[src/sv/rtsfme_pkg.sv]
// ----------------------------------------------------------------------------
// rtsfme_pkg
// Shared types and constants of the rolling-code frame encoder.
// ----------------------------------------------------------------------------
package rtsfme_pkg;

    // Frame geometry
    localparam int FRAME_BYTES = 7;
    localparam int FRAME_BITS  = FRAME_BYTES * 8;
    localparam int CNT_W       = 6;
    localparam logic [CNT_W-1:0] FRAME_LAST = CNT_W'(FRAME_BITS - 1);

    // Sync count limits
    localparam int SYNC_MIN = 1;
    localparam int SYNC_MAX = 7;

    // Symbol kinds on the output channel
    localparam logic [1:0] KIND_HW_SYNC = 2'd0;
    localparam logic [1:0] KIND_SW_SYNC = 2'd1;
    localparam logic [1:0] KIND_DATA    = 2'd2;

    // Configuration register indexes
    localparam logic [2:0] CFG_KEY_BYTE = 3'd0;
    localparam logic [2:0] CFG_HW_HIGH  = 3'd1;
    localparam logic [2:0] CFG_HW_LOW   = 3'd2;
    localparam logic [2:0] CFG_SW_HIGH  = 3'd3;
    localparam logic [2:0] CFG_SW_LOW   = 3'd4;
    localparam logic [2:0] CFG_SYMBOL   = 3'd5;

    // Register reset values
    localparam logic [7:0]  RST_KEY_BYTE = 8'hA7;
    localparam logic [15:0] RST_HW_HIGH  = 16'd2416;
    localparam logic [15:0] RST_HW_LOW   = 16'd2416;
    localparam logic [15:0] RST_SW_HIGH  = 16'd4550;
    localparam logic [15:0] RST_SW_LOW   = 16'd640;
    localparam logic [15:0] RST_SYMBOL   = 16'd1280;

    // Sequencer states
    typedef enum logic [1:0] {
        ST_IDLE,
        ST_HW_SYNC,
        ST_SW_SYNC,
        ST_DATA
    } t_state;

    // Control from the sequencer to the frame shifter
    typedef struct packed {
        logic load;
        logic shift;
    } t_shift_ctrl;

endpackage

[src/sv/rtsfme_cmd_if.sv]
// ----------------------------------------------------------------------------
// rtsfme_cmd_if
// Command channel: one transfer carries one frame request.
// ----------------------------------------------------------------------------
interface rtsfme_cmd_if;
    logic        valid;
    logic        ready;
    logic [3:0]  cmd_code;
    logic [23:0] remote_addr;
    logic [15:0] roll_count;
    logic        short_sync;

    modport source (
        output valid, cmd_code, remote_addr, roll_count, short_sync,
        input  ready
    );
    modport sink (
        input  valid, cmd_code, remote_addr, roll_count, short_sync,
        output ready
    );
endinterface

[src/sv/rtsfme_sym_if.sv]
// ----------------------------------------------------------------------------
// rtsfme_sym_if
// Symbol channel: one transfer carries one pulse description.
// ----------------------------------------------------------------------------
interface rtsfme_sym_if;
    logic        valid;
    logic        ready;
    logic [1:0]  symbol_kind;
    logic        bit_value;
    logic        mark_first;
    logic [15:0] first_us;
    logic [15:0] second_us;
    logic        last_symbol;

    modport source (
        output valid, symbol_kind, bit_value, mark_first, first_us, second_us,
               last_symbol,
        input  ready
    );
    modport sink (
        input  valid, symbol_kind, bit_value, mark_first, first_us, second_us,
               last_symbol,
        output ready
    );
endinterface

[src/sv/rts_frame_manchester_encoder_unit.sv]
// ----------------------------------------------------------------------------
// rts_frame_manchester_encoder_unit
// Rolling-code radio frame encoder with Manchester pulse output.
// ----------------------------------------------------------------------------
// Each accepted command produces its hardware sync pulses (FULL_SYNC_COUNT,
// or SHORT_SYNC_COUNT when short_sync is set, held to 1..7), one software
// sync pulse and 56 Manchester data symbols, one symbol per cycle while the
// output side takes them. The command transfer happens in the idle state.
// The frame shift register moves one bit per data symbol, and the sequencer
// takes a new command once the final symbol of the current one sits in the
// output register. Configuration writes are to be made by the user only
// while the block is idle; the block itself does not enforce this.
// ----------------------------------------------------------------------------
module rts_frame_manchester_encoder_unit
    import rtsfme_pkg::*;
#(
    parameter int FULL_SYNC_COUNT  = 7,
    parameter int SHORT_SYNC_COUNT = 2
) (
    input  logic         i_clk,
    input  logic         i_rst_n,
    input  logic         i_cfg_wr_en,
    input  logic [2:0]   i_cfg_index,
    input  logic [15:0]  i_cfg_data,
    rtsfme_cmd_if.sink   i_cmd,
    rtsfme_sym_if.source o_sym
);

    // Sync counts held to the legal range
    localparam int FULL_N  = (FULL_SYNC_COUNT < SYNC_MIN) ? SYNC_MIN :
                             (FULL_SYNC_COUNT > SYNC_MAX) ? SYNC_MAX : FULL_SYNC_COUNT;
    localparam int SHORT_N = (SHORT_SYNC_COUNT < SYNC_MIN) ? SYNC_MIN :
                             (SHORT_SYNC_COUNT > SYNC_MAX) ? SYNC_MAX : SHORT_SYNC_COUNT;

    // Configuration registers
    logic [7:0]  r_key_byte;
    logic [15:0] r_hw_high;
    logic [15:0] r_hw_low;
    logic [15:0] r_sw_high;
    logic [15:0] r_sw_low;
    logic [15:0] r_symbol;

    // Sequencer
    t_state           r_state, n_state;
    logic [CNT_W-1:0] r_cnt, n_cnt;

    // Output register
    logic        r_out_valid, n_out_valid;
    logic [1:0]  r_kind, n_kind;
    logic        r_bit, n_bit;
    logic        r_mark, n_mark;
    logic [15:0] r_first, n_first;
    logic [15:0] r_second, n_second;
    logic        r_last, n_last;

    logic        advance;
    logic        cmd_xfer;
    logic        emit;
    logic        data_bit;
    logic [15:0] half_us;
    t_shift_ctrl shift_ctrl;

    // Configuration writes; unknown indexes are dropped
    always_ff @(posedge i_clk) begin
        if (!i_rst_n) begin
            r_key_byte <= RST_KEY_BYTE;
            r_hw_high  <= RST_HW_HIGH;
            r_hw_low   <= RST_HW_LOW;
            r_sw_high  <= RST_SW_HIGH;
            r_sw_low   <= RST_SW_LOW;
            r_symbol   <= RST_SYMBOL;
        end else if (i_cfg_wr_en) begin
            case (i_cfg_index)
                CFG_KEY_BYTE: r_key_byte <= i_cfg_data[7:0];
                CFG_HW_HIGH:  r_hw_high  <= i_cfg_data;
                CFG_HW_LOW:   r_hw_low   <= i_cfg_data;
                CFG_SW_HIGH:  r_sw_high  <= i_cfg_data;
                CFG_SW_LOW:   r_sw_low   <= i_cfg_data;
                CFG_SYMBOL:   r_symbol   <= i_cfg_data;
                default: ;
            endcase
        end
    end

    // Frame shift register
    rtsfme_frame_shift u_shift (
        .i_clk  (i_clk),
        .i_ctrl (shift_ctrl),
        .i_key  (r_key_byte),
        .i_code (i_cmd.cmd_code),
        .i_chan (i_cmd.remote_addr),
        .i_roll (i_cmd.roll_count),
        .o_bit  (data_bit)
    );

    assign half_us     = {1'b0, r_symbol[15:1]};
    assign advance     = !r_out_valid || o_sym.ready;
    assign i_cmd.ready = (r_state == ST_IDLE);
    assign cmd_xfer    = i_cmd.valid && i_cmd.ready;

    // Next state and symbol generation
    always_comb begin
        n_state          = r_state;
        n_cnt            = r_cnt;
        emit             = 1'b0;
        n_kind           = r_kind;
        n_bit            = r_bit;
        n_mark           = r_mark;
        n_first          = r_first;
        n_second         = r_second;
        n_last           = r_last;
        shift_ctrl.load  = 1'b0;
        shift_ctrl.shift = 1'b0;
        case (r_state)
            ST_IDLE: begin
                if (cmd_xfer) begin
                    shift_ctrl.load = 1'b1;
                    n_cnt   = i_cmd.short_sync ? CNT_W'(SHORT_N) : CNT_W'(FULL_N);
                    n_state = ST_HW_SYNC;
                end
            end
            ST_HW_SYNC: begin
                if (advance) begin
                    emit     = 1'b1;
                    n_kind   = KIND_HW_SYNC;
                    n_bit    = 1'b0;
                    n_mark   = 1'b1;
                    n_first  = r_hw_high;
                    n_second = r_hw_low;
                    n_last   = 1'b0;
                    if (r_cnt == CNT_W'(1)) begin
                        n_cnt   = FRAME_LAST;
                        n_state = ST_SW_SYNC;
                    end else begin
                        n_cnt = r_cnt - CNT_W'(1);
                    end
                end
            end
            ST_SW_SYNC: begin
                if (advance) begin
                    emit     = 1'b1;
                    n_kind   = KIND_SW_SYNC;
                    n_bit    = 1'b0;
                    n_mark   = 1'b1;
                    n_first  = r_sw_high;
                    n_second = r_sw_low;
                    n_last   = 1'b0;
                    n_state  = ST_DATA;
                end
            end
            ST_DATA: begin
                if (advance) begin
                    emit             = 1'b1;
                    shift_ctrl.shift = 1'b1;
                    n_kind           = KIND_DATA;
                    n_bit            = data_bit;
                    n_mark           = !data_bit;
                    n_first          = half_us;
                    n_second         = half_us;
                    n_last           = (r_cnt == '0);
                    n_cnt            = r_cnt - CNT_W'(1);
                    if (r_cnt == '0) begin
                        n_state = ST_IDLE;
                    end
                end
            end
            default: n_state = ST_IDLE;
        endcase
        n_out_valid = advance ? emit : r_out_valid;
    end

    // Control registers
    always_ff @(posedge i_clk) begin
        if (!i_rst_n) begin
            r_state     <= ST_IDLE;
            r_cnt       <= '0;
            r_out_valid <= 1'b0;
        end else begin
            r_state     <= n_state;
            r_cnt       <= n_cnt;
            r_out_valid <= n_out_valid;
        end
    end

    // Output payload
    always_ff @(posedge i_clk) begin
        r_kind   <= n_kind;
        r_bit    <= n_bit;
        r_mark   <= n_mark;
        r_first  <= n_first;
        r_second <= n_second;
        r_last   <= n_last;
    end

    assign o_sym.valid       = r_out_valid;
    assign o_sym.symbol_kind = r_kind;
    assign o_sym.bit_value   = r_bit;
    assign o_sym.mark_first  = r_mark;
    assign o_sym.first_us    = r_first;
    assign o_sym.second_us   = r_second;
    assign o_sym.last_symbol = r_last;

    // Checks
    a_last_is_data: assert property (@(posedge i_clk) disable iff (!i_rst_n)
        o_sym.valid && o_sym.last_symbol |-> o_sym.symbol_kind == KIND_DATA)
        else $error("last_symbol on a sync pulse");

    a_manchester: assert property (@(posedge i_clk) disable iff (!i_rst_n)
        o_sym.valid && o_sym.symbol_kind == KIND_DATA |->
            o_sym.mark_first != o_sym.bit_value)
        else $error("data symbol phase order does not match bit value");

    a_sw_count: assert property (@(posedge i_clk) disable iff (!i_rst_n)
        r_state == ST_SW_SYNC |-> r_cnt == FRAME_LAST)
        else $error("data bit counter not primed at software sync");

    a_one_cmd: assert property (@(posedge i_clk) disable iff (!i_rst_n)
        i_cmd.valid && i_cmd.ready |=> !i_cmd.ready)
        else $error("command taken while a frame is in progress");

endmodule

[src/sv/rtsfme_frame_shift.sv]
// ----------------------------------------------------------------------------
// rtsfme_frame_shift
// Holds the plain frame and sends it out one bit per shift, applying the
// byte-chained XOR obfuscation on the fly.
// ----------------------------------------------------------------------------
module rtsfme_frame_shift
    import rtsfme_pkg::*;
(
    input  logic        i_clk,
    input  t_shift_ctrl i_ctrl,
    input  logic [7:0]  i_key,
    input  logic [3:0]  i_code,
    input  logic [23:0] i_chan,
    input  logic [15:0] i_roll,
    output logic        o_bit
);

    logic [FRAME_BITS-1:0] r_raw;
    logic [7:0]            r_prev;
    logic [3:0]            csum;

    // XOR of every nibble, checksum slot taken as zero
    assign csum = i_key[7:4] ^ i_key[3:0] ^ i_code
                ^ i_roll[15:12] ^ i_roll[11:8] ^ i_roll[7:4] ^ i_roll[3:0]
                ^ i_chan[23:20] ^ i_chan[19:16] ^ i_chan[15:12]
                ^ i_chan[11:8] ^ i_chan[7:4] ^ i_chan[3:0];

    // Obfuscated bit: plain bit XOR same bit of previous obfuscated byte
    assign o_bit = r_raw[FRAME_BITS-1] ^ r_prev[7];

    // r_prev rotates the previous byte so its matching bit sits at the top
    always_ff @(posedge i_clk) begin
        if (i_ctrl.load) begin
            r_raw  <= {i_key, i_code, csum, i_roll[15:8], i_roll[7:0],
                       i_chan[7:0], i_chan[15:8], i_chan[23:16]};
            r_prev <= 8'h00;
        end else if (i_ctrl.shift) begin
            r_raw  <= {r_raw[FRAME_BITS-2:0], 1'b0};
            r_prev <= {r_prev[6:0], o_bit};
        end
    end

endmodule

[src/flat_wrapper.sv]
// flat-port wrapper written by rule: the top's interface ports become plain ports
module rts_frame_manchester_encoder_unit_flat import rtsfme_pkg::*;
#(
    parameter int FULL_SYNC_COUNT  = 7,
    parameter int SHORT_SYNC_COUNT = 2
)
  (i_clk, i_rst_n, i_cfg_wr_en, i_cfg_index, i_cfg_data, i_cmd_valid, i_cmd_cmd_code, i_cmd_remote_addr, i_cmd_roll_count, i_cmd_short_sync, i_cmd_ready, o_sym_valid, o_sym_symbol_kind, o_sym_bit_value, o_sym_mark_first, o_sym_first_us, o_sym_second_us, o_sym_last_symbol, o_sym_ready);
  rtsfme_cmd_if i_cmd_i ();
  rtsfme_sym_if o_sym_i ();
  input  logic i_clk;
  input  logic i_rst_n;
  input  logic i_cfg_wr_en;
  input  logic [2:0] i_cfg_index;
  input  logic [15:0] i_cfg_data;
  input wire logic [$bits(i_cmd_i.valid)-1:0] i_cmd_valid;
  input wire logic [$bits(i_cmd_i.cmd_code)-1:0] i_cmd_cmd_code;
  input wire logic [$bits(i_cmd_i.remote_addr)-1:0] i_cmd_remote_addr;
  input wire logic [$bits(i_cmd_i.roll_count)-1:0] i_cmd_roll_count;
  input wire logic [$bits(i_cmd_i.short_sync)-1:0] i_cmd_short_sync;
  output wire logic [$bits(i_cmd_i.ready)-1:0] i_cmd_ready;
  output wire logic [$bits(o_sym_i.valid)-1:0] o_sym_valid;
  output wire logic [$bits(o_sym_i.symbol_kind)-1:0] o_sym_symbol_kind;
  output wire logic [$bits(o_sym_i.bit_value)-1:0] o_sym_bit_value;
  output wire logic [$bits(o_sym_i.mark_first)-1:0] o_sym_mark_first;
  output wire logic [$bits(o_sym_i.first_us)-1:0] o_sym_first_us;
  output wire logic [$bits(o_sym_i.second_us)-1:0] o_sym_second_us;
  output wire logic [$bits(o_sym_i.last_symbol)-1:0] o_sym_last_symbol;
  input wire logic [$bits(o_sym_i.ready)-1:0] o_sym_ready;
  assign i_cmd_i.valid = i_cmd_valid;
  assign i_cmd_i.cmd_code = i_cmd_cmd_code;
  assign i_cmd_i.remote_addr = i_cmd_remote_addr;
  assign i_cmd_i.roll_count = i_cmd_roll_count;
  assign i_cmd_i.short_sync = i_cmd_short_sync;
  assign i_cmd_ready = i_cmd_i.ready;
  assign o_sym_valid = o_sym_i.valid;
  assign o_sym_symbol_kind = o_sym_i.symbol_kind;
  assign o_sym_bit_value = o_sym_i.bit_value;
  assign o_sym_mark_first = o_sym_i.mark_first;
  assign o_sym_first_us = o_sym_i.first_us;
  assign o_sym_second_us = o_sym_i.second_us;
  assign o_sym_last_symbol = o_sym_i.last_symbol;
  assign o_sym_i.ready = o_sym_ready;
  rts_frame_manchester_encoder_unit #(.FULL_SYNC_COUNT(FULL_SYNC_COUNT), .SHORT_SYNC_COUNT(SHORT_SYNC_COUNT)) u_core (.i_clk(i_clk), .i_rst_n(i_rst_n), .i_cfg_wr_en(i_cfg_wr_en), .i_cfg_index(i_cfg_index), .i_cfg_data(i_cfg_data), .i_cmd(i_cmd_i), .o_sym(o_sym_i));
endmodule
[config.mk]
export PLATFORM = sky130hd
export DESIGN_NAME = rts_frame_manchester_encoder_unit_flat
export DESIGN_NICKNAME = d
export VERILOG_FILES = /design/src/sv/rtsfme_pkg.sv /design/src/sv/rtsfme_cmd_if.sv /design/src/sv/rtsfme_sym_if.sv /design/src/sv/rts_frame_manchester_encoder_unit.sv /design/src/sv/rtsfme_frame_shift.sv /design/src/flat_wrapper.sv
export SDC_FILE = /design/constraint.sdc
export NUM_CORES = 1
export LEC_CHECK = 0
export BUFFER_PORTS_ARGS = -buffer_cell sky130_fd_sc_hd__buf_2
export CELL_PAD_IN_SITES_DETAIL_PLACEMENT = 2
export CELL_PAD_IN_SITES_GLOBAL_PLACEMENT = 2
export CORE_ASPECT_RATIO = 0.75
export CORE_UTILIZATION = 38
export DETAILED_ROUTE_END_ITERATION = 8
export GPL_TIMING_DRIVEN = 1
export HOLD_SLACK_MARGIN = 0.03
export PLACE_DENSITY = 0.87
export SLEW_MARGIN = 15
export SYNTH_ARGS = -nofsm -noshare
export SYNTH_HDL_FRONTEND = slang
export SYNTH_HIERARCHICAL = 1
export SYNTH_SLANG_ARGS = --single-unit
export TNS_END_PERCENT = 50
[constraint.sdc]
create_clock -name i_clk -period 3.71 [get_ports i_clk]
set_input_delay 0.371 -clock i_clk [delete_from_list [all_inputs] [get_ports i_clk]]
set_output_delay 0.371 -clock i_clk [all_outputs]
set_load 0.02 [all_outputs]
==> results of run 1 <==
-- layer usage --
metal  track usage  up-vias
met3        0.0593       69
met5             0        -
met1         0.337     3269
li1              -     2840
met2         0.453      244
met4         0.151        2
-- tightest hold or removal path, delay by kind of cell --
kind / cells / cell delay (ns)
simple gates: 1 / 0.06
compound gates: 1 / 0.05
buf+inv: 1 / 0.13
-- per-stage QoR --
step	area (sq um)	std cells	hold WS [ns]
6_report	9850	1149	0.197
5_1_grt	9850	1149	0.200
4_1_cts	9850	1149	0.185
3_5_place_dp	9240	1117	0.452
3_3_place_gp	9240	1117	0.440
2_1_floorplan	8400	752	0.432
-- worst max path at each step --
stage / start / slack, ns / depth (start not counted) / end
3_3_place_gp: u_core/r_state[1]$_SDFFE_PN0P_ / 1.44 / 4 / u_core/u_shift/r_raw[27]$_DFFE_PP_
6_report: u_core/r_state[0]$_SDFFE_PN0P_ / 1.16 / 4 / u_core/u_shift/r_raw[17]$_DFFE_PP_
4_1_cts: u_core/r_state[1]$_SDFFE_PN0P_ / 1.20 / 4 / u_core/u_shift/r_raw[50]$_DFFE_PP_
5_1_grt: u_core/r_state[1]$_SDFFE_PN0P_ / 1.01 / 4 / u_core/u_shift/r_raw[17]$_DFFE_PP_
3_5_place_dp: u_core/r_state[1]$_SDFFE_PN0P_ / 1.30 / 4 / u_core/u_shift/r_raw[27]$_DFFE_PP_
2_1_floorplan: u_core/r_state[0]$_SDFFE_PN0P_ / 0.41 / 5 / u_core/o_sym.first_us[0]$_DFFE_PP_
-- placed cells by master (no fill, tap or decap), drive strengths merged, types with 2 or more instances in the layout --
cell	n
and2	18
ha	9
nand2	189
edfxtp	93
inv	13
xor2	6
nor4	2
mux2i	11
o22ai	2
or2	2
a221o	30
o21ai	6
nor2b	3
a31oi	3
or3	3
nand3	31
xnor2	20
nor3	2
bufinv	2
nor2	18
dfxtp	104
clkinv	4
nand2b	5
a21oi	67
and3	2
o21a	2
mux2	55
buf	118
clkbuf	19
xnor3	12
a211oi	2
-- logic make-up after synthesis --
family / synth area share
AO/OA/AOI/OAI: 0.0925
adder cells (fa/ha/maj): 0.0134
flip-flops: 0.580
XOR/XNOR: 0.0598
AND/OR/NAND/NOR: 0.144
buffers and inverters: 0.0232
multiplexers: 0.0868
-- flip-flops by register name (all words and copies together) (netlist names), 15 cells and up --
register / flops
u_core/o_sym.first_us: 16
u_core/o_sym.second_us: 16
u_core/r_hw_high: 16
u_core/r_hw_low: 16
u_core/r_sw_high: 16
u_core/r_sw_low: 16
u_core/r_symbol: 15
u_core/u_shift/r_raw: 56
-- cell type report --
class,count,area [sq um],share of cell area
clock buffers,19,444,0.0451
well taps,288,360,0.0366
repair buffers,118,631,0.0640
clock inverters,13,164,0.0166
flip-flops and latches,197,4870,0.495
inverters,6,22.5,0.00229
multi-input cells,508,3360,0.341
-- report_power, final --
part / internal (mW) / switching [mW]
clock network: 1.04 / 0.949
registers: 3.02 / 0.258
logic: 0.840 / 1.41
==> flow_summary.yaml, run 1 <==
setup_path:
  critPathBufInv: 1
  crit_slowest_cell: "ha_1"
  critPathRequiredTime_ns: 3.84
  critPathTopFamily: "simple AND/OR/NAND/NOR gates"
  crit_path_start_kind: "flip-flop"
  critPathMaxStageDelay_ns: 0.59
  path_max_fanout: 56
  worstPathCellList: "ha_1, and2_1, or2_2, buf_12"
  ff2ff_setup_slack_ns: 1.16
  r2r_start: "u_core/r_state[0]$_SDFFE_PN0P_"
  critPathArrivalTime_ns: 2.67
  reg2regPathDepth: 4
  r2r-end: "u_core/u_shift/r_raw[17]$_DFFE_PP_"
  path_class: "reg -> reg"
  cp-end-kind: "flip-flop"
cts:
  cts_root_buffer: "clkbuf_16"
  post_cts_buffers: 0
  htree_levels: 4
  path_clk_slew_ns: 0.08
  numCtsBuffers: 17
  holdBufCountCts: 0
  insertion_delay_ns: 0.46
  tritoncts: "yes"
  numClockSinks: 197
  ctsResizeCount: 0
  ctsLongestPathBuffers: 2
timing:
  slew_violations: 0
  maxSlewHeadroom: 0.272
  finalCritPeriodShare: 0.687
  max_freq_ghz: 0.392
  setup_violations: 0
  period_minus_slack_ns: 2.55
  grt_setup_unrepaired: "no"
  fin_setup_tns_ns: 0
  hold_viol_final: 0
  skew_ns: 0.0180
  setup_slack_ns: 1.16
  worstMarginPinSlew_ns: 1.09
global_routing:
  grt_max_degree: 57
  grt_overflow: 0
  grt_pass1_vias: 6996
  track_usage: 0.273
  antenna_found_initial: 1
  grt_pass1_wl_um: 44800
layout:
  diodes: 0
  area_growth_pct: 17.2
  num-fill-cells: 2233
  drive_gt1_frac: 0.258
  fin_util: 0.460
  finalNetCount: 926
drt:
  wl_met2_um: 14700
  drtIter0Drc: 486
  drt-met1-wl_um: 12900
  dr.pass1.iters: 5
  antenna_left: 0
  dr.max_layer_used: "met5"
  dr_wl_met3_um: 1630
  avgViaCountPerCell: 5.59
  vias: 6424
  drc_errors: 0
  wirelength_um: 30300
  routedWlPerCell_um: 26.4
synthesis:
  yosysTopAreaCellShare: 0.332
  yosysMostFrequentCell: "nand2_1"
  yosysSeqAreaShare: 0.580
  ys_top_cells_by_area: "edfxtp_1 (33%), dfxtp_1 (25%), nand2_1 (8.4%), mux2_2 (7.4%), a21oi_1 (4.0%)"
  avgSynthCellArea_sq_um: 11.2
  ys.flop_type: "dfxtp_1"
  synth_edf_count: 93
  async_reset_ff_frac: 0
  synth_fp_nets: 830
  synthesis.area_sq_mm: 0.00840
  postSynthCellCount: 752
  yosysWarnings: 6
  synth-seq-cells: 197
  synthTopCellsByCount: "nand2_1 (189), dfxtp_1 (104), edfxtp_1 (93), a21oi_1 (67), mux2_2 (55)"
  yosys.area.top_type: "edfxtp_1"
  synth_cell_types: 43
pwr:
  cellPowerDensity_mw_per_mm2: 763
  p_leak_nw: 3.77
  ir_drop_uv: 309
  power.total_mw: 7.52
hold_path:
  min_path_cells: 3
  min_path_type: "in -> reg"
  hold_end: "u_core/r_sw_low[14]$_SDFFE_PN0P_"
  holdCritStartpoint: "i_cfg_data[14]"
die:
  coreArea_sq_mm: 0.0214
  die_width_um: 174
  die_h_um: 131
  start_util: 0.393
  die_area_sq_mm: 0.0227
  std_cell_rows: 46
  io_pins: 108
place:
  portBuffers: 107
  hpwl_um: 18100
  gp_congestion: 0.763
  place_ws_ns: 1.30
run:
  maxCapViolations: 0
run_status:
  status: "finished clean"
(Power assumes the default switching activity.)
==> inputs of run 2 (changes only) <==
- CORE_UTILIZATION: 38 -> 34
- PLACE_DENSITY: 0.87 -> 0.83
- clock period: 3.71 -> 2.3 ns (I/O delays scaled with it)
==> flow_summary.yaml, run 2 (same netlist as run 1, synthesis figures left out) <==
run_status:
  status: "finished clean"
setup_path:
  critPathRequiredTime_ns: 2.65
  cp-end-kind: "flip-flop"
  critPathMaxStageDelay_ns: 0.62
  worstPathCellList: "ha_1, buf_4, nor2_1, nor4_1, nand2_1, o22ai_1"
  critPathBufInv: 1
  path_class: "reg -> reg"
  crit_slowest_cell: "nor4_1"
  cp-startpoint: "u_core/r_state[1]$_SDFFE_PN0P_"
  crit_path_start_kind: "flip-flop"
  critPathArrivalTime_ns: 2.48
  path_max_fanout: 10
  critPathTopFamily: "simple AND/OR/NAND/NOR gates"
  r2r_start: "u_core/r_state[1]$_SDFFE_PN0P_"
global_routing:
  grt_max_degree: 57
  antenna_found_initial: 1
  track_usage: 0.224
  grt_pass1_wl_um: 42200
  grt_overflow: 0
  grt_pass1_vias: 7077
hold_path:
  min_path_type: "in -> reg"
  holdCritStartpoint: "i_cfg_data[12]"
timing:
  holdWs_ns: 0.0788
  maxSlewHeadroom: 0.441
  setup_violations: 0
  fin_setup_tns_ns: 0
  slew_violations: 0
  grt_setup_unrepaired: "no"
  worstMarginPinSlew_ns: 0.838
  period_minus_slack_ns: 2.13
  max_freq_ghz: 0.469
  skew_ns: 0.00881
  hold_viol_final: 0
  finalCritPeriodShare: 0.928
die:
  io_pins: 108
  die_width_um: 184
  die_h_um: 138
  die_area_sq_mm: 0.0254
  start_util: 0.349
  std_cell_rows: 49
  coreArea_sq_mm: 0.0241
layout:
  finalNetCount: 936
  diodes: 0
  multi_input_area_sq_mm: 0.00335
  layout_common_cells: "nand2_1 (189), buf_2 (107), dfxtp_1 (104), edfxtp_1 (93), a21oi_1 (66)"
  area_growth_pct: 18.4
  drive_gt1_frac: 0.266
  final_common_cell: "nand2_1"
  largest_reg_flops: 56
  regMostFlops: "u_core/u_shift/r_raw"
  stdcell_count: 1202
  num-fill-cells: 2497
  ff_latch_area_sq_mm: 0.00487
place:
  hpwl_um: 18200
  post-place-cells: 1170
  gp_congestion: 0.763
  portBuffers: 107
cts:
  ctsResizeCount: 0
  htree_levels: 4
  holdBufCountCts: 0
  numClockSinks: 197
  numCtsBuffers: 17
  ctsLongestPathBuffers: 2
  cts_root_buffer: "clkbuf_16"
  path_clk_slew_ns: 0.08
  tritoncts: "yes"
  insertion_delay_ns: 0.44
  post_cts_buffers: 0
drt:
  wirelength_um: 28000
  dr.pass1.iters: 5
  drc_errors: 0
  avgViaCountPerCell: 5.20
  vias: 6255
  drtIter0Drc: 412
  antenna_left: 0
  routedWlPerCell_um: 23.3
run:
  maxCapViolations: 0
pwr:
  cellPowerDensity_mw_per_mm2: 1190
  power.total_mw: 11.8
  p_leak_nw: 3.79
  ir_drop_uv: 648
-- run 2: changes by cell type in the layout (fill, tap and decap cells not counted), moves of 2 or more --
cell / delta
buf_12: +2
buf_4: +8
clkinv_2: +3
clkinv_4: -3
clkinvlp_4: +2
inv_4: +2
inv_6: +2
inv_8: -4
-- run 2: where the power goes --
part	internal, mW	switching [mW]
Sequential	4.88	0.396
Clock	1.50	1.43
Combinational	1.41	2.23
Total	7.79	4.06
-- run 2: per-layer routing --
layer  GRT usage  vias to the layer above  wire length [um]
li1            -                     2854                 -
met1       0.285                     3194             12300
met2       0.379                      162             13900
met3      0.0398                       45              1110
met5           0                        -                 0
met4      0.0860                        0               676
-- run 2: layout make-up --
| type | count | share of cell area |
|---|---|---|
| Sequential cell | 197 | 0.490 |
| Multi-Input combinational cell | 508 | 0.337 |
| Timing Repair Buffer | 128 | 0.0734 |
| Clock buffer | 17 | 0.0428 |
| Tap cell | 331 | 0.0416 |
| Clock inverter | 15 | 0.0127 |
| Inverter | 6 | 0.00226 |
-- run 2: final timing paths --
kind | slack [ns] | endpoint | depth (start not counted)
setup / recovery | 0.17 | u_core/r_cnt[5]$_SDFFE_PN0P_ | 6
hold / removal | 0.08 | u_core/r_sw_low[12]$_SDFFE_PN0P_ | 3
setup reg to reg | 0.17 | u_core/r_cnt[5]$_SDFFE_PN0P_ | 6
hold reg to reg | 0.46 | u_core/r_sw_low[13]$_SDFFE_PN0P_ | 2
-- run 2: per-stage QoR --
step | area [sq um] | setup WS [ns] | utilization
final | 9950 | 0.167 | 0.413
after global routing | 9950 | 0.0996 | 0.413
after CTS | 9950 | 0.213 | 0.413
after detailed placement | 9400 | 0.245 | 0.390
after global placement | 9400 | 0.334 | 0.390
after floorplan | 8420 | 0.00497 | -
-- run 2: tightest hold or removal path, cell delays in order --
cell and delay (ns):
buf_2 0.13, nand2_1 0.06, a21oi_1 0.05
==> inputs of run 3 (changes only) <==
- ABC_AREA: not set -> 1
- CAP_MARGIN: not set -> 15
- CORE_UTILIZATION: 34 -> 31
- PLACE_DENSITY: 0.83 -> 0.84
==> flow_summary.yaml, run 3 <==
cts:
  ctsLongestPathBuffers: 2
  insertion_delay_ns: 0.45
  post_cts_buffers: 0
  holdBufCountCts: 0
  numCtsBuffers: 17
  tritoncts: "yes"
  path_clk_slew_ns: 0.08
  htree_levels: 4
  cts_root_buffer: "clkbuf_16"
  ctsResizeCount: 0
  numClockSinks: 197
layout:
  drive_gt1_frac: 0.148
  largest_reg_flops: 56
  final_common_cell: "nand2_1"
  area_growth_pct: 18.1
  regMostFlops: "u_core/u_shift/r_raw"
  num-fill-cells: 3308
  finalNetCount: 1285
  layout_common_cells: "nand2_1 (347), nor2_1 (148), buf_2 (107), dfxtp_1 (104), o21ai_0 (96)"
synthesis:
  synth-seq-cells: 197
  async_reset_ff_frac: 0
  yosysSeqAreaShare: 0.548
  yosysTopAreaCellShare: 0.314
  synth_top_family_by_area: "simple AND/OR/NAND/NOR gates"
  synth_xor_area_frac: 0.00984
  synth_fp_nets: 1190
  avgSynthCellArea_sq_um: 8.00
  yosys.area.top_type: "edfxtp_1"
  synth_adder_area_share: 0.0127
  postSynthCellCount: 1112
  synthesis.area_sq_mm: 0.00890
  yosysMostFrequentCell: "nand2_1"
  yosysWarnings: 6
  ys.flop_type: "dfxtp_1"
  synthTopCellsByCount: "nand2_1 (347), nor2_1 (148), dfxtp_1 (104), o21ai_0 (96), nand3_1 (95)"
  synth_edf_count: 93
  synth_cell_types: 32
  synth_compound_area_frac: 0.0780
  synth_mux_area_frac: 0
  synthSimpleGateAreaFrac: 0.284
  ys_top_cells_by_area: "edfxtp_1 (31%), dfxtp_1 (23%), nand2_1 (15%), nor2_1 (6.2%), o21ai_0 (5.4%)"
timing:
  period_minus_slack_ns: 2.04
  slew_violations: 0
  finalCritPeriodShare: 0.887
  hold_viol_final: 0
  worstMarginPinSlew_ns: 0.451
  setup_slack_ns: 0.259
  fin_setup_tns_ns: 0
  setup_violations: 0
  maxSlewHeadroom: 0.699
  skew_ns: 0.0112
  max_freq_ghz: 0.490
  grt_setup_unrepaired: "no"
  holdWs_ns: 0.0512
setup_path:
  crit_path_start_kind: "flip-flop"
  worstPathCellList: "ha_2, clkinv_1, a21oi_1, or2_2, buf_12"
  path_max_fanout: 64
  critPathMaxStageDelay_ns: 0.44
  path_class: "reg -> reg"
  r2r_start: "u_core/r_state[1]$_SDFFE_PN0P_"
  ff2ff_setup_slack_ns: 0.26
  critPathBufInv: 2
  critPathArrivalTime_ns: 2.15
  crit_slowest_cell: "dfxtp_1"
  r2r-end: "u_core/u_shift/r_raw[49]$_DFFE_PP_"
  cp-end-kind: "flip-flop"
  critPathRequiredTime_ns: 2.41
  critPathTopFamily: "flip-flops"
  reg2regPathDepth: 5
drt:
  wirelength_um: 29100
  antenna_left: 0
  drtIter0Drc: 374
  avgViaCountPerCell: 4.89
  vias: 7848
  dr.pass1.iters: 4
  routedWlPerCell_um: 18.1
  drc_errors: 0
global_routing:
  grt_max_degree: 95
  track_usage: 0.205
  grt_pass1_wl_um: 46100
  grt_pass1_vias: 8435
  grt_overflow: 0
  antenna_found_initial: 2
pwr:
  p_leak_nw: 4.72
  switching_share: 0.361
  intPower_mw: 7.74
  power.total_mw: 12.1
  power_switching_mw: 4.37
  seq_power_share: 0.434
  cellPowerDensity_mw_per_mm2: 1150
  pwr-share-clk: 0.267
  ir_drop_uv: 505
  power_frac_comb: 0.299
hold_path:
  min_path_cells: 3
  min_path_type: "in -> reg"
  holdCritStartpoint: "i_cfg_data[12]"
  hold_end: "u_core/r_sw_high[12]$_SDFFE_PN1P_"
place:
  hpwl_um: 20000
  gp_congestion: 0.753
  place_ws_ns: 0.186
  portBuffers: 107
die:
  die_h_um: 149
  die_width_um: 198
  coreArea_sq_mm: 0.0281
  io_pins: 108
  start_util: 0.316
  std_cell_rows: 53
  die_area_sq_mm: 0.0294
run:
  maxCapViolations: 0
run_status:
  status: "finished clean"
==> run 3: cell type report <==
class                           count  area, sq um  area share
Antenna cell                        1         2.50    0.000238
Clock buffer                       19          475      0.0452
Inverter                          101          379      0.0361
Tap cell                          385          482      0.0458
Timing Repair Buffer              121          703      0.0669
Multi-Input combinational cell    769         3440       0.327
Sequential cell                   197         4870       0.464
Clock inverter                     13          158      0.0150
==> run 3: through the flow <==
step,util,instances,instance area (sq um)
3_3_place_gp,0.351,1573,9870
4_1_cts,0.374,1605,10500
2_1_floorplan,-,1112,8910
3_5_place_dp,0.351,1573,9870
6_report,0.374,1606,10500
5_1_grt,0.374,1605,10500
==> run 3: worst max-delay path by stage <==
stage / start / endpoint / slack, ns / cells after the start
2_1_floorplan: u_core/r_state[1]$_SDFFE_PN0P_ / u_core/u_shift/r_raw[0]$_SDFFCE_PN0P_ / 0.02 / 7
6_report: u_core/r_state[1]$_SDFFE_PN0P_ / u_core/u_shift/r_raw[49]$_DFFE_PP_ / 0.26 / 5
3_5_place_dp: u_core/r_state[1]$_SDFFE_PN0P_ / u_core/u_shift/r_raw[0]$_SDFFCE_PN0P_ / 0.19 / 5
4_1_cts: u_core/r_state[1]$_SDFFE_PN0P_ / u_core/u_shift/r_raw[49]$_DFFE_PP_ / 0.15 / 5
3_3_place_gp: u_core/r_state[1]$_SDFFE_PN0P_ / u_core/u_shift/r_raw[28]$_DFFE_PP_ / 0.29 / 5
5_1_grt: u_core/r_state[1]$_SDFFE_PN0P_ / u_core/u_shift/r_raw[49]$_DFFE_PP_ / 0.13 / 5
==> run 3: worst register-to-register path: stages, from the launching register on <==
cell,delay (ns)
dfxtp_1,0.44
ha_2,0.34
clkinv_1,0.12
a21oi_1,0.26
or2_2,0.20
buf_12,0.31
==> run 3: cells by family (layout without fill, tap and decap cells) <==
group                    Yosys count  count (layout)
AND/OR/NAND/NOR                  618             618
flip-flops                       197             197
buffers and inverters            146             254
AO/OA/AOI/OAI                    132             132
XOR/XNOR                          10              10
adder cells (fa/ha/maj)            9               9
other                              0               1
==> run 3: power by group through the flow <==
stage / clock [mW] / sequential, mW / combinational, mW
5_1_grt: 3.45 / 5.33 / 4.00
6_report: 3.24 / 5.26 / 3.62
3_3_place_gp: 0 / 5.31 / 3.45
3_5_place_dp: 0 / 5.33 / 3.64
4_1_cts: 3.31 / 5.27 / 3.68
2_1_floorplan: 0 / 5.57 / 1.98
==> run 3: per-layer routing <==
metal | global-route usage | up-vias | wire, um
li1 | - | 3767 | -
met1 | 0.272 | 3940 | 13700
met2 | 0.347 | 110 | 14100
met3 | 0.0333 | 27 | 820
met4 | 0.0554 | 4 | 361
met5 | 0 | - | 26
